[config.mk]
export PLATFORM = sky130hd
export DESIGN_NAME = timestamp_to_calendar_date
export DESIGN_NICKNAME = d
export VERILOG_FILES = /design/src/rtl/core/ts2cal_pkg.sv /design/src/rtl/core/timestamp_to_calendar_date.sv /design/src/rtl/core/ts2cal_datapath.sv /design/src/rtl/core/ts2cal_ctrl.sv
export SDC_FILE = /design/constraint.sdc
export NUM_CORES = 2
export LEC_CHECK = 0
export ABC_AREA = 1
export BUFFER_PORTS_ARGS = -buffer_cell sky130_fd_sc_hd__buf_2
export CORE_MARGIN = 3
export CORE_UTILIZATION = 60
export DETAILED_ROUTE_END_ITERATION = 6
export PLACE_DENSITY_LB_ADDON = 0.1
export SLEW_MARGIN = 20
export SYNTH_ARGS = -nofsm -noshare
export SYNTH_HDL_FRONTEND = slang
export SYNTH_SLANG_ARGS = --single-unit
[constraint.sdc]
create_clock -name clock -period 7.9 [get_ports clock]
set_clock_uncertainty 0.1 [all_clocks]
set_input_delay 1.185 -clock clock [delete_from_list [all_inputs] [get_ports clock]]
set_output_delay 1.185 -clock clock [all_outputs]
set_load 0.01 [all_outputs]
[src/rtl/core/ts2cal_pkg.sv]
// Shared types and constants for the timestamp to calendar date converter.
// Used by ts2cal_ctrl, ts2cal_datapath and timestamp_to_calendar_date.
// No dependencies.
package ts2cal_pkg;

   // Divisions performed by the shared reciprocal divider, in order of use
   typedef enum logic [1:0] {
      DIV_SEC   = 2'd0,
      DIV_MIN   = 2'd1,
      DIV_BLOCK = 2'd2,
      DIV_HOUR  = 2'd3
   } div_sel_type;

   // Commands from the controller to the datapath
   typedef struct packed {
      logic        load_in;
      logic        mul;
      logic        qd;
      logic        fix;
      logic        year_step;
      logic        day_fix;
      logic        month_step;
      logic        month_last;
      logic        load_out;
      div_sel_type sel;
   } cmd_type;

   // Status from the datapath to the controller
   typedef struct packed {
      logic year_fits;
      logic leap_day;
      logic month_more;
   } status_type;

   localparam logic [11:0] EPOCH_YEAR      = 12'd1970;
   localparam logic [15:0] HOURS_PER_YEAR  = 16'd8760;
   localparam logic [15:0] HOURS_PER_DAY   = 16'd24;
   localparam logic [15:0] SECS_PER_MIN    = 16'd60;
   localparam logic [15:0] BLOCK_HOURS     = 16'd35064;   // 1461 days of 24 hours
   localparam logic [1:0]  MAX_EXTRA_YEARS = 2'd3;
   localparam logic [8:0]  LEAP_DAY_OF_YEAR = 9'd60;
   localparam logic [4:0]  LEAP_DAY_OF_FEB = 5'd29;
   localparam logic [3:0]  MONTH_FEB       = 4'd2;
   localparam logic [3:0]  LAST_MONTH_IDX  = 4'd11;

   // Reciprocals floor(2^32 / d): the estimate is exact or one short
   localparam logic [31:0] RECIP_MIN   = 32'((64'd1 << 32) / 64'd60);
   localparam logic [31:0] RECIP_BLOCK = 32'((64'd1 << 32) / 64'd35064);
   localparam logic [31:0] RECIP_HOUR  = 32'((64'd1 << 32) / 64'd24);

   function automatic logic [15:0] divisor(input div_sel_type sel);
      logic [15:0] d;
      unique case (sel)
         DIV_SEC, DIV_MIN: d = SECS_PER_MIN;
         DIV_BLOCK:        d = BLOCK_HOURS;
         DIV_HOUR:         d = HOURS_PER_DAY;
         default:          d = SECS_PER_MIN;
      endcase
      return d;
   endfunction

   function automatic logic [31:0] recip(input div_sel_type sel);
      logic [31:0] m;
      unique case (sel)
         DIV_SEC, DIV_MIN: m = RECIP_MIN;
         DIV_BLOCK:        m = RECIP_BLOCK;
         DIV_HOUR:         m = RECIP_HOUR;
         default:          m = RECIP_MIN;
      endcase
      return m;
   endfunction

   // Month lengths of a common year, index 0 is January
   function automatic logic [4:0] month_len(input logic [3:0] idx);
      logic [4:0] len;
      unique case (idx)
         4'd1:                   len = 5'd28;
         4'd3, 4'd5, 4'd8, 4'd10: len = 5'd30;
         default:                len = 5'd31;
      endcase
      return len;
   endfunction

endpackage

[src/rtl/core/timestamp_to_calendar_date.sv]
// Per word: seconds, minutes and four-year blocks are divided on the shared
// reciprocal divider (MUL, QD and FIX states for each), then zero to three year
// steps, the hour division, the day fix and the month walk (up to 12, none on a
// leap day). One word at a time: a new word is taken only in the idle state; a
// finished word waits in the result register while the next one is taken.
// Reset (synchronous, active high) clears the controller and the result valid only.
module timestamp_to_calendar_date (
   input  logic        clock,
   input  logic        reset,
   input  logic        req_valid,
   output logic        req_stall,
   input  logic [31:0] req_timestamp,
   output logic        rsp_valid,
   input  logic        rsp_stall,
   output logic [11:0] rsp_year,
   output logic [3:0]  rsp_month,
   output logic [4:0]  rsp_day,
   output logic [4:0]  rsp_hour,
   output logic [5:0]  rsp_minute,
   output logic [5:0]  rsp_second_of_minute
);

   ts2cal_pkg::cmd_type    cmd;
   ts2cal_pkg::status_type status;

   // Sequencer
   ts2cal_ctrl u_ctrl (
      .clock     (clock),
      .reset     (reset),
      .req_valid (req_valid),
      .req_stall (req_stall),
      .rsp_valid (rsp_valid),
      .rsp_stall (rsp_stall),
      .status    (status),
      .cmd       (cmd)
   );

   // Arithmetic and result registers
   ts2cal_datapath u_datapath (
      .clock         (clock),
      .req_timestamp (req_timestamp),
      .cmd           (cmd),
      .status        (status),
      .out_year      (rsp_year),
      .out_month     (rsp_month),
      .out_day       (rsp_day),
      .out_hour      (rsp_hour),
      .out_minute    (rsp_minute),
      .out_second    (rsp_second_of_minute)
   );

endmodule

[src/rtl/core/ts2cal_datapath.sv]
// Datapath of the calendar converter: reciprocal divider, year stepper,
// month walker and result registers. Depends on ts2cal_pkg.
module ts2cal_datapath (
   input  logic                   clock,
   input  logic [31:0]            req_timestamp,
   input  ts2cal_pkg::cmd_type    cmd,
   output ts2cal_pkg::status_type status,
   output logic [11:0]            out_year,
   output logic [3:0]             out_month,
   output logic [4:0]             out_day,
   output logic [4:0]             out_hour,
   output logic [5:0]             out_minute,
   output logic [5:0]             out_second
);

   logic [31:0] num_ff,  num_in;
   logic [63:0] prod_ff, prod_in;
   logic [31:0] quo_ff,  quo_in;
   logic [31:0] qd_ff,   qd_in;
   logic [5:0]  sec_ff,  sec_in;
   logic [5:0]  min_ff,  min_in;
   logic [4:0]  hr_ff,   hr_in;
   logic [11:0] year_ff, year_in;
   logic [8:0]  doy_ff,  doy_in;
   logic [3:0]  mon_ff,  mon_in;

   logic [11:0] oyear_ff, oyear_in;
   logic [3:0]  omon_ff,  omon_in;
   logic [4:0]  oday_ff,  oday_in;
   logic [4:0]  ohr_ff,   ohr_in;
   logic [5:0]  omin_ff,  omin_in;
   logic [5:0]  osec_ff,  osec_in;

   logic [15:0] div_d;
   logic [47:0] qd_full;
   logic [31:0] rem;
   logic        rem_over;
   logic [31:0] q_fix;
   logic [31:0] r_fix;
   logic        leap;
   logic [15:0] year_hours;
   logic [4:0]  cur_len;

   // Divider helpers: quotient estimate times divisor, then one correction
   assign div_d    = ts2cal_pkg::divisor(cmd.sel);
   assign qd_full  = {16'd0, prod_ff[63:32]} * {32'd0, div_d};
   assign rem      = num_ff - qd_ff;
   assign rem_over = rem >= {16'd0, div_d};
   assign q_fix    = rem_over ? quo_ff + 32'd1 : quo_ff;
   assign r_fix    = rem_over ? rem - {16'd0, div_d} : rem;

   // Year and month helpers
   assign leap       = year_ff[1:0] == 2'd0;
   assign year_hours = leap ? ts2cal_pkg::HOURS_PER_YEAR + ts2cal_pkg::HOURS_PER_DAY
                            : ts2cal_pkg::HOURS_PER_YEAR;
   assign cur_len    = ts2cal_pkg::month_len(mon_ff);

   assign status.year_fits  = num_ff < {16'd0, year_hours};
   assign status.leap_day   = leap && (doy_ff == ts2cal_pkg::LEAP_DAY_OF_YEAR);
   assign status.month_more = (mon_ff < ts2cal_pkg::LAST_MONTH_IDX)
                              && ({4'd0, cur_len} < doy_ff);

   // Next values of the working registers
   always_comb begin
      num_in  = num_ff;
      prod_in = prod_ff;
      quo_in  = quo_ff;
      qd_in   = qd_ff;
      sec_in  = sec_ff;
      min_in  = min_ff;
      hr_in   = hr_ff;
      year_in = year_ff;
      doy_in  = doy_ff;
      mon_in  = mon_ff;
      if (cmd.load_in) begin
         num_in = req_timestamp;
      end
      if (cmd.mul) begin
         prod_in = {32'd0, num_ff} * {32'd0, ts2cal_pkg::recip(cmd.sel)};
      end
      if (cmd.qd) begin
         quo_in = prod_ff[63:32];
         qd_in  = qd_full[31:0];
      end
      if (cmd.fix) begin
         unique case (cmd.sel)
            ts2cal_pkg::DIV_SEC: begin
               sec_in = r_fix[5:0];
               num_in = q_fix;
            end
            ts2cal_pkg::DIV_MIN: begin
               min_in = r_fix[5:0];
               num_in = q_fix;
            end
            ts2cal_pkg::DIV_BLOCK: begin
               year_in = ts2cal_pkg::EPOCH_YEAR + {q_fix[9:0], 2'b00};
               num_in  = r_fix;
            end
            ts2cal_pkg::DIV_HOUR: begin
               hr_in  = r_fix[4:0];
               doy_in = q_fix[8:0] + 9'd1;
            end
            default: begin
               num_in = num_ff;
            end
         endcase
      end
      if (cmd.year_step) begin
         num_in  = num_ff - {16'd0, year_hours};
         year_in = year_ff + 12'd1;
      end
      // Leap day is caught before the walk; later days shift back by one
      if (cmd.day_fix) begin
         if (status.leap_day) begin
            mon_in = ts2cal_pkg::MONTH_FEB;
         end else begin
            mon_in = 4'd0;
            if (leap && (doy_ff > ts2cal_pkg::LEAP_DAY_OF_YEAR)) begin
               doy_in = doy_ff - 9'd1;
            end
         end
      end
      if (cmd.month_step) begin
         doy_in = doy_ff - {4'd0, cur_len};
         mon_in = mon_ff + 4'd1;
      end
      if (cmd.month_last) begin
         mon_in = mon_ff + 4'd1;
      end
   end

   // Result registers, loaded once the output word is free
   always_comb begin
      oyear_in = oyear_ff;
      omon_in  = omon_ff;
      oday_in  = oday_ff;
      ohr_in   = ohr_ff;
      omin_in  = omin_ff;
      osec_in  = osec_ff;
      if (cmd.load_out) begin
         oyear_in = year_ff;
         omon_in  = mon_ff;
         oday_in  = ((mon_ff == ts2cal_pkg::MONTH_FEB)
                     && (doy_ff == ts2cal_pkg::LEAP_DAY_OF_YEAR))
                    ? ts2cal_pkg::LEAP_DAY_OF_FEB : doy_ff[4:0];
         ohr_in   = hr_ff;
         omin_in  = min_ff;
         osec_in  = sec_ff;
      end
   end

   always_ff @(posedge clock) begin
      num_ff   <= num_in;
      prod_ff  <= prod_in;
      quo_ff   <= quo_in;
      qd_ff    <= qd_in;
      sec_ff   <= sec_in;
      min_ff   <= min_in;
      hr_ff    <= hr_in;
      year_ff  <= year_in;
      doy_ff   <= doy_in;
      mon_ff   <= mon_in;
      oyear_ff <= oyear_in;
      omon_ff  <= omon_in;
      oday_ff  <= oday_in;
      ohr_ff   <= ohr_in;
      omin_ff  <= omin_in;
      osec_ff  <= osec_in;
   end

   assign out_year   = oyear_ff;
   assign out_month  = omon_ff;
   assign out_day    = oday_ff;
   assign out_hour   = ohr_ff;
   assign out_minute = omin_ff;
   assign out_second = osec_ff;

endmodule

[src/rtl/core/ts2cal_ctrl.sv]
// Controller of the calendar converter: sequences the divisions, year steps
// and month walk, and owns both handshakes. Depends on ts2cal_pkg.
module ts2cal_ctrl (
   input  logic                   clock,
   input  logic                   reset,
   input  logic                   req_valid,
   output logic                   req_stall,
   output logic                   rsp_valid,
   input  logic                   rsp_stall,
   input  ts2cal_pkg::status_type status,
   output ts2cal_pkg::cmd_type    cmd
);

   typedef enum logic [7:0] {
      ST_IDLE   = 8'b0000_0001,
      ST_MUL    = 8'b0000_0010,
      ST_QD     = 8'b0000_0100,
      ST_FIX    = 8'b0000_1000,
      ST_YEAR   = 8'b0001_0000,
      ST_DAYFIX = 8'b0010_0000,
      ST_MONTH  = 8'b0100_0000,
      ST_OUT    = 8'b1000_0000
   } state_type;

   state_type               state_ff, state_in;
   ts2cal_pkg::div_sel_type sel_ff,   sel_in;
   logic [1:0]              cnt_ff,   cnt_in;
   logic                    rsp_valid_ff, rsp_valid_in;

   // Next state and commands
   always_comb begin
      state_in     = state_ff;
      sel_in       = sel_ff;
      cnt_in       = cnt_ff;
      rsp_valid_in = rsp_valid_ff && rsp_stall;
      cmd          = '0;
      cmd.sel      = sel_ff;
      unique case (state_ff)
         ST_IDLE: begin
            if (req_valid) begin
               cmd.load_in = 1'b1;
               sel_in      = ts2cal_pkg::DIV_SEC;
               state_in    = ST_MUL;
            end
         end
         ST_MUL: begin
            cmd.mul  = 1'b1;
            state_in = ST_QD;
         end
         ST_QD: begin
            cmd.qd   = 1'b1;
            state_in = ST_FIX;
         end
         ST_FIX: begin
            cmd.fix = 1'b1;
            unique case (sel_ff)
               ts2cal_pkg::DIV_SEC: begin
                  sel_in   = ts2cal_pkg::DIV_MIN;
                  state_in = ST_MUL;
               end
               ts2cal_pkg::DIV_MIN: begin
                  sel_in   = ts2cal_pkg::DIV_BLOCK;
                  state_in = ST_MUL;
               end
               ts2cal_pkg::DIV_BLOCK: begin
                  sel_in   = ts2cal_pkg::DIV_HOUR;
                  cnt_in   = 2'd0;
                  state_in = ST_YEAR;
               end
               ts2cal_pkg::DIV_HOUR: begin
                  state_in = ST_DAYFIX;
               end
               default: begin
                  state_in = ST_IDLE;
               end
            endcase
         end
         // Up to three single-year steps past the four-year block
         ST_YEAR: begin
            if (status.year_fits) begin
               state_in = ST_MUL;
            end else begin
               cmd.year_step = 1'b1;
               cnt_in        = cnt_ff + 2'd1;
               if (cnt_ff == ts2cal_pkg::MAX_EXTRA_YEARS - 2'd1) begin
                  state_in = ST_MUL;
               end
            end
         end
         ST_DAYFIX: begin
            cmd.day_fix = 1'b1;
            state_in    = status.leap_day ? ST_OUT : ST_MONTH;
         end
         ST_MONTH: begin
            if (status.month_more) begin
               cmd.month_step = 1'b1;
            end else begin
               cmd.month_last = 1'b1;
               state_in       = ST_OUT;
            end
         end
         ST_OUT: begin
            if (!rsp_valid_ff || !rsp_stall) begin
               cmd.load_out = 1'b1;
               rsp_valid_in = 1'b1;
               state_in     = ST_IDLE;
            end
         end
         default: begin
            state_in = ST_IDLE;
         end
      endcase
   end

   always_ff @(posedge clock) begin
      if (reset) begin
         state_ff     <= ST_IDLE;
         sel_ff       <= ts2cal_pkg::DIV_SEC;
         cnt_ff       <= 2'd0;
         rsp_valid_ff <= 1'b0;
      end else begin
         state_ff     <= state_in;
         sel_ff       <= sel_in;
         cnt_ff       <= cnt_in;
         rsp_valid_ff <= rsp_valid_in;
      end
   end

   assign req_stall = state_ff != ST_IDLE;
   assign rsp_valid = rsp_valid_ff;

   a_year_steps: assert property (@(posedge clock) disable iff (reset)
      state_ff == ST_YEAR |-> cnt_ff < ts2cal_pkg::MAX_EXTRA_YEARS)
      else $error("year stepper ran past three years");

   a_year_sel: assert property (@(posedge clock) disable iff (reset)
      state_ff == ST_YEAR |-> sel_ff == ts2cal_pkg::DIV_HOUR)
      else $error("divider not set up for hours during year steps");

   a_rsp_origin: assert property (@(posedge clock) disable iff (reset)
      $rose(rsp_valid_ff) |-> $past(state_ff == ST_OUT))
      else $error("result word raised outside the output state");

endmodule

; ---- Word level (Yosys, flattened, before mapping)
; Index checks and enable logic that the tools add are counted.
[word_totals]
ff_bits = 253
out_inout_bits = 40
word_cells = 142
input_bits = 36
[op_classes]
n_mul = 2
mux = 53
n_lt_le_gt_ge = 5
n_reduce_logical = 24
eq_ne = 27
add_sub_neg = 11
[ops]
columns = cell, count
row1 = $mux W32, 6
row2 = $pmux W32 S3, 1
row3 = $mul A32 B32 Y64, 1
row4 = $pmux W32 S2, 1
row5 = $pmux W8 S8, 1
row6 = $sub A32 B16 Y32, 2
row7 = $mux W9, 6
row8 = $mux W8, 6
row9 = $pmux W16 S3, 1
row10 = $mux W12, 3
row11 = $add A32 B1 Y32 const B, 1
row12 = $ge A32 B16 Y1, 1
row13 = $lt A32 B16 Y1, 1
row14 = $mul A32 B16 Y32, 1
row15 = $sub A32 B32 Y32, 1
row16 = $pmux W8 S3, 1
row17 = $mux W1, 14
row18 = $add A11 B12 Y12 const A, 1
row19 = $add A12 B1 Y12 const B, 1
row20 = $mux W4, 3
row21 = $pmux W2 S2, 3
row22 = $mux W2, 5
row23 = $add A9 B1 Y9 const B, 1
row24 = $eq A9 B6 Y1 const B, 1
row25 = 39 further kinds, 59

; ---- Depth between registers and ports, before layout
[logic_depth]
depth_word = 12
mapped_depth = 36
depth_no_buf = 33

; ---- Modules after synthesis
; From an unflattened synthesis, not the netlist that was laid out.
[hier_totals]
hier_cells = 5573
hier_area_um2 = 46286.9
[modules_own_cells]
columns = module, cells_each, n_inst, area_each_um2, seq_area_each_um2
row1 = ts2cal_datapath, 5433, 1, 45369.8, 5745.5
row2 = ts2cal_ctrl, 140, 1, 917.1, 260.2

; ---- Worst setup path after synthesis
; No wires, ideal clock.
[synth_timing]
path_kind = register to register
startpoint = register u_ctrl.sel_ff[0]
endpoint = register u_datapath.prod_ff[57] (data pin)
setup_slack_ns = -0.120
path_buffers = 3
required_time_ns = 7.542
synth_period_minus_slack_ns = 8.020
path_stages_with_launch = 35
arrival_ns = 7.662
setup_time_ns = 0.258
path_cell_list = dfxtp_1 > inv_1 > ha_1 > clkbuf_1 > nor2_1 > clkbuf_1 > inv_2 > clkbuf_1 > nor2_1 > inv_1 > fa_1 > inv_1 > fa_1 > fa_1 > inv_1 > fa_1 > inv_1 > fa_1 > inv_1 > fa_1 > inv_1 > fa_1 > fa_1 > ha_1 > a21oi_1 > nor2_1 > nor2_1 > a21boi_0 > o221ai_1 > a21o_1 > a21oi_1 > o21bai_1 > a21o_1 > a21oi_1 > xnor2_1
[synth_via]
elab_chain_len = 5
word_cells_on_any_way = 8
cone_classes = mul (1) / eq/ne (3) / mux (2) / reduce/logical (2)
[synth_rtl]
columns = element, line
row1 = "start, declared", ts2cal_ctrl.sv:26  ; ts2cal_pkg::div_sel_type sel_ff, sel_in;
row2 = "start signal, assigned", ts2cal_ctrl.sv:118  ; sel_ff <= ts2cal_pkg::DIV_SEC;
row3 = "start signal, assigned", ts2cal_ctrl.sv:123  ; sel_ff <= sel_in;
row4 = $eq A2 B1 Y1 or $logic_not A2 Y1 (tied branches), ts2cal_pkg.sv:64  ; unique case (sel)
row5 = $reduce_or A2 Y1 (no source line), -
row6 = $pmux W32 S3 (*), ts2cal_pkg.sv:64
row7 = $mux W32 (*), ts2cal_datapath.sv:78  ; if (cmd.mul) begin
row8 = $mul A32 B32 Y64 (*), ts2cal_datapath.sv:79  ; prod_in = {32'd0, num_ff} * {32'd0, ts2cal_pkg::recip(cmd.sel)};
row9 = "end signal, assigned", ts2cal_datapath.sv:154  ; prod_ff <= prod_in;
row10 = "end, declared", ts2cal_datapath.sv:17  ; logic [63:0] prod_ff, prod_in;
; Mark *: on every way between the ends. The rest lies on a longest branch, timed or not. The select of a mux whose other input is x is not followed.
; A chain may end at the register's enable or synchronous reset.

; ---- Final worst setup path
[layout_timing]
startpoint = register u_ctrl.sel_ff[0]
endpoint = register u_datapath.prod_ff[48] (data pin)
; The elaborated chain is that of the path after synthesis.

==> run summary <==
DRT Wirelength - 146,000 um
clk_lat worst skew - 0.56 ns
number of global-route vias before repair - 38,100
first-pass detailed-route iteration total - 6
Avg Cell Area, Syn - 8.44 um2
hpwl dp - 130,000 um
total gr overflow - 0
Synth Register Bits - 217
Synth async-reset ratio - 0%
I/O pin count - 76
sequential fraction of the synthesis area - 12.9%
max_slew headroom - 30.5%
Primary FF master, synth - edfxtp_1
via count - 37,200
Hold Fails Final Rpt - 0
synth unique cells - 68
EDFF count, synth - 166
Worst EP required - 8.10 ns
core footprint - 76,300 um2
iteration-0 DRC count of the detailed router - 3,489
status - complete, no violations
CTS Buffer Depth - 3
commonest non-fill, non-tap cells in the layout - inv_1, fa_1, nand2_1, ha_1, nor2_1
Final Cell Area - 52,300 um2
DRC errors left - 0
Die W - 284 um
worst hold slack - 0.313 ns
CTS tree - done
crit-path max FO - 8
most frequent CP cell - fa_1
Synth Cell Area - 46,400 um2
Root Buffer - clkbuf_16
Slew @ Worst Pin - 1.04 ns
crit path DAT - 7.98 ns
Routed Antenna Nets - 0
Max Cap Violations - 0
H-tree Lvls - 1
Worst setup SP type - flop
Layout fillers - 6,408
Clock Sinks - 217
clock-pin slew on the worst setup and hold paths - 0.07 ns
initial antenna violation count - 1
first-pass GRT wire length - 224,000 um
Mapped Cells - 5,499
syn_nets - 6,911
setup TNS - 0 ns
PortBufs - 75
max incr delay on CP - 0.57 ns
Area after DPL - 50,700 um2
Via density - 5.35
Final min period - 7.78 ns
CTS Buf Count - 23
ANT cells - 0
final setup fails - 0
Pins Over Slew Limit - 0
most common cell after layout, fill and taps aside - inv_1
die span in y - 284 um
Global Route Usage Sum - 36.9%
CP max-delay cell - fa_1
share of post-route cells with drive strength above 1 - 12.4%
Layout Area Growth over Synthesis - 12.7%
Post-CTS Hold Buffers - 0
initial core utilization - 60.8%
worst min-delay path class - reg -> reg
post-DR wirelength/cell - 21.0 um
RSZ-0062 raised after global routing - true
FP Rows - 101
largest net degree at the start of global routing - 64
Achievable Freq - 0.128 GHz
Net count, final - 7,328
die area - 80,700 um2
crit end category - flop
RD Place Congestion - 1.03
synth warn - 0
Final period util - 98.5%
crit path kind - reg -> reg
## worst max-delay path: cells and delay by family, from the launching register on
kind,cells,cell delay [ns]
buffers and inverters,12,1.24
and+or+nand+nor,8,1.16
xor gates and xnor gates,1,0.09
adders and majority gates,10,4.50
DFF,1,0.39
## synthesized netlist by cell type, types with 3 or more instances
library cell,n,area share [%]
dfxtp_1,51,2.2
nor3_1,53,0.57
nor3b_1,3,0.049
buf_2,7,0.075
xor2_1,113,2.1
o21ai_0,156,1.7
o21ai_2,3,0.057
and3_1,3,0.040
o22ai_1,8,0.11
nand2_4,6,0.15
nand4_1,36,0.49
o31ai_1,4,0.065
nand3_1,120,1.3
inv_2,14,0.11
a211oi_1,4,0.065
nor2_2,15,0.20
nand3b_1,12,0.19
nor2_1,441,3.6
xnor2_1,41,0.77
fa_1,804,35
inv_1,1671,14
a21boi_0,4,0.065
and2_1,3,0.040
a31oi_1,34,0.46
clkbuf_1,48,0.39
o21bai_1,7,0.11
nor2_4,4,0.097
nand3_2,4,0.086
nor4_1,21,0.28
clkinv_1,3,0.024
o21ai_1,28,0.30
o221ai_1,4,0.075
edfxtp_1,166,11
a21oi_1,218,2.4
ha_1,572,15
a21boi_1,3,0.049
a21o_1,6,0.097
a21oi_2,3,0.057
o21a_1,12,0.19
nand2_1,701,5.7
o211ai_1,15,0.24
nand2_2,26,0.35
buf_1,14,0.11
or2_2,6,0.081
## kinds of logic (layout without fill, tap and decap cells)
| group | Yosys count | in the layout | synth area share (%) |
|---|---|---|---|
| other cells | 1 | 1 | 0.00808 |
| compound gates | 526 | 526 | 6.33 |
| flops | 217 | 217 | 12.9 |
| simple gates | 1461 | 1461 | 13.3 |
| buf+inv | 1764 | 2198 | 14.4 |
| fa+ha+maj | 1376 | 1376 | 50.1 |
| xor+xnor | 154 | 154 | 2.91 |
## sequential cells by signal (all words and copies together) (netlist names), 4 cells and up
register,count
u_datapath.out_year,12
u_datapath.sec_ff,6
u_datapath.out_month,4
u_datapath.year_ff,12
u_datapath.num_ff,32
u_datapath.hr_ff,5
u_ctrl.state_ff,8
u_datapath.qd_ff,30
u_datapath.out_day,5
u_datapath.min_ff,6
u_datapath.out_second,6
u_datapath.quo_ff,31
u_datapath.doy_ff,9
u_datapath.prod_ff,31
u_datapath.out_minute,6
u_datapath.mon_ff,4
u_datapath.out_hour,5
## worst paths after layout
path,from,slack (ns),cells after the start,to
setup reg to reg,u_ctrl.sel_ff[0],0.12,31,u_datapath.prod_ff[48]
hold / removal,u_datapath.min_ff[1],0.31,0,u_datapath.out_minute[1]
hold reg to reg,u_datapath.min_ff[1],0.31,0,u_datapath.out_minute[1]
setup / recovery,u_ctrl.sel_ff[0],0.12,31,u_datapath.prod_ff[48]
## area by class of cell
type	count	area, um2	area share, %
multi-input combinational	3518	34400	65.8
inverter	1689	6350	12.1
sequential	217	6010	11.5
timing repair buffer	467	3410	6.52
tap	1030	1290	2.46
clock buffer	25	583	1.11
clock inverter	17	251	0.481
## what timing repair did
| item | in CTS | in global routing |
|---|---|---|
| setup endpoints to repair | 29 | 37 |
| setup buffers | 2 | 8 |
| resized for setup | 76 | 101 |
| pin swaps | 12 | 30 |
## metal layers
| metal | GRT usage (%) | vias to the layer above | routed length (um) |
|---|---|---|---|
| li1 | - | 17400 | - |
| met1 | 51.1 | 18000 | 60500 |
| met2 | 58.0 | 1555 | 66200 |
| met3 | 5.78 | 279 | 11700 |
| met4 | 16.1 | 0 | 7960 |
| met5 | 0 | - | 0 |
## per-stage QoR
step	setup WS (ns)	utilization, %	cells
final	0.115	68.5	6963
after global routing	-0.138	68.5	6963
after CTS	-0.00895	67.9	6953
after detailed placement	-0.382	66.4	6909
after global placement	-0.223	66.4	6909
after floorplan	0.00529	-	5499
Power is left out: the tool's default activity adds up to more than one toggle a clock period on the data nets, which glitch-free logic cannot reach.
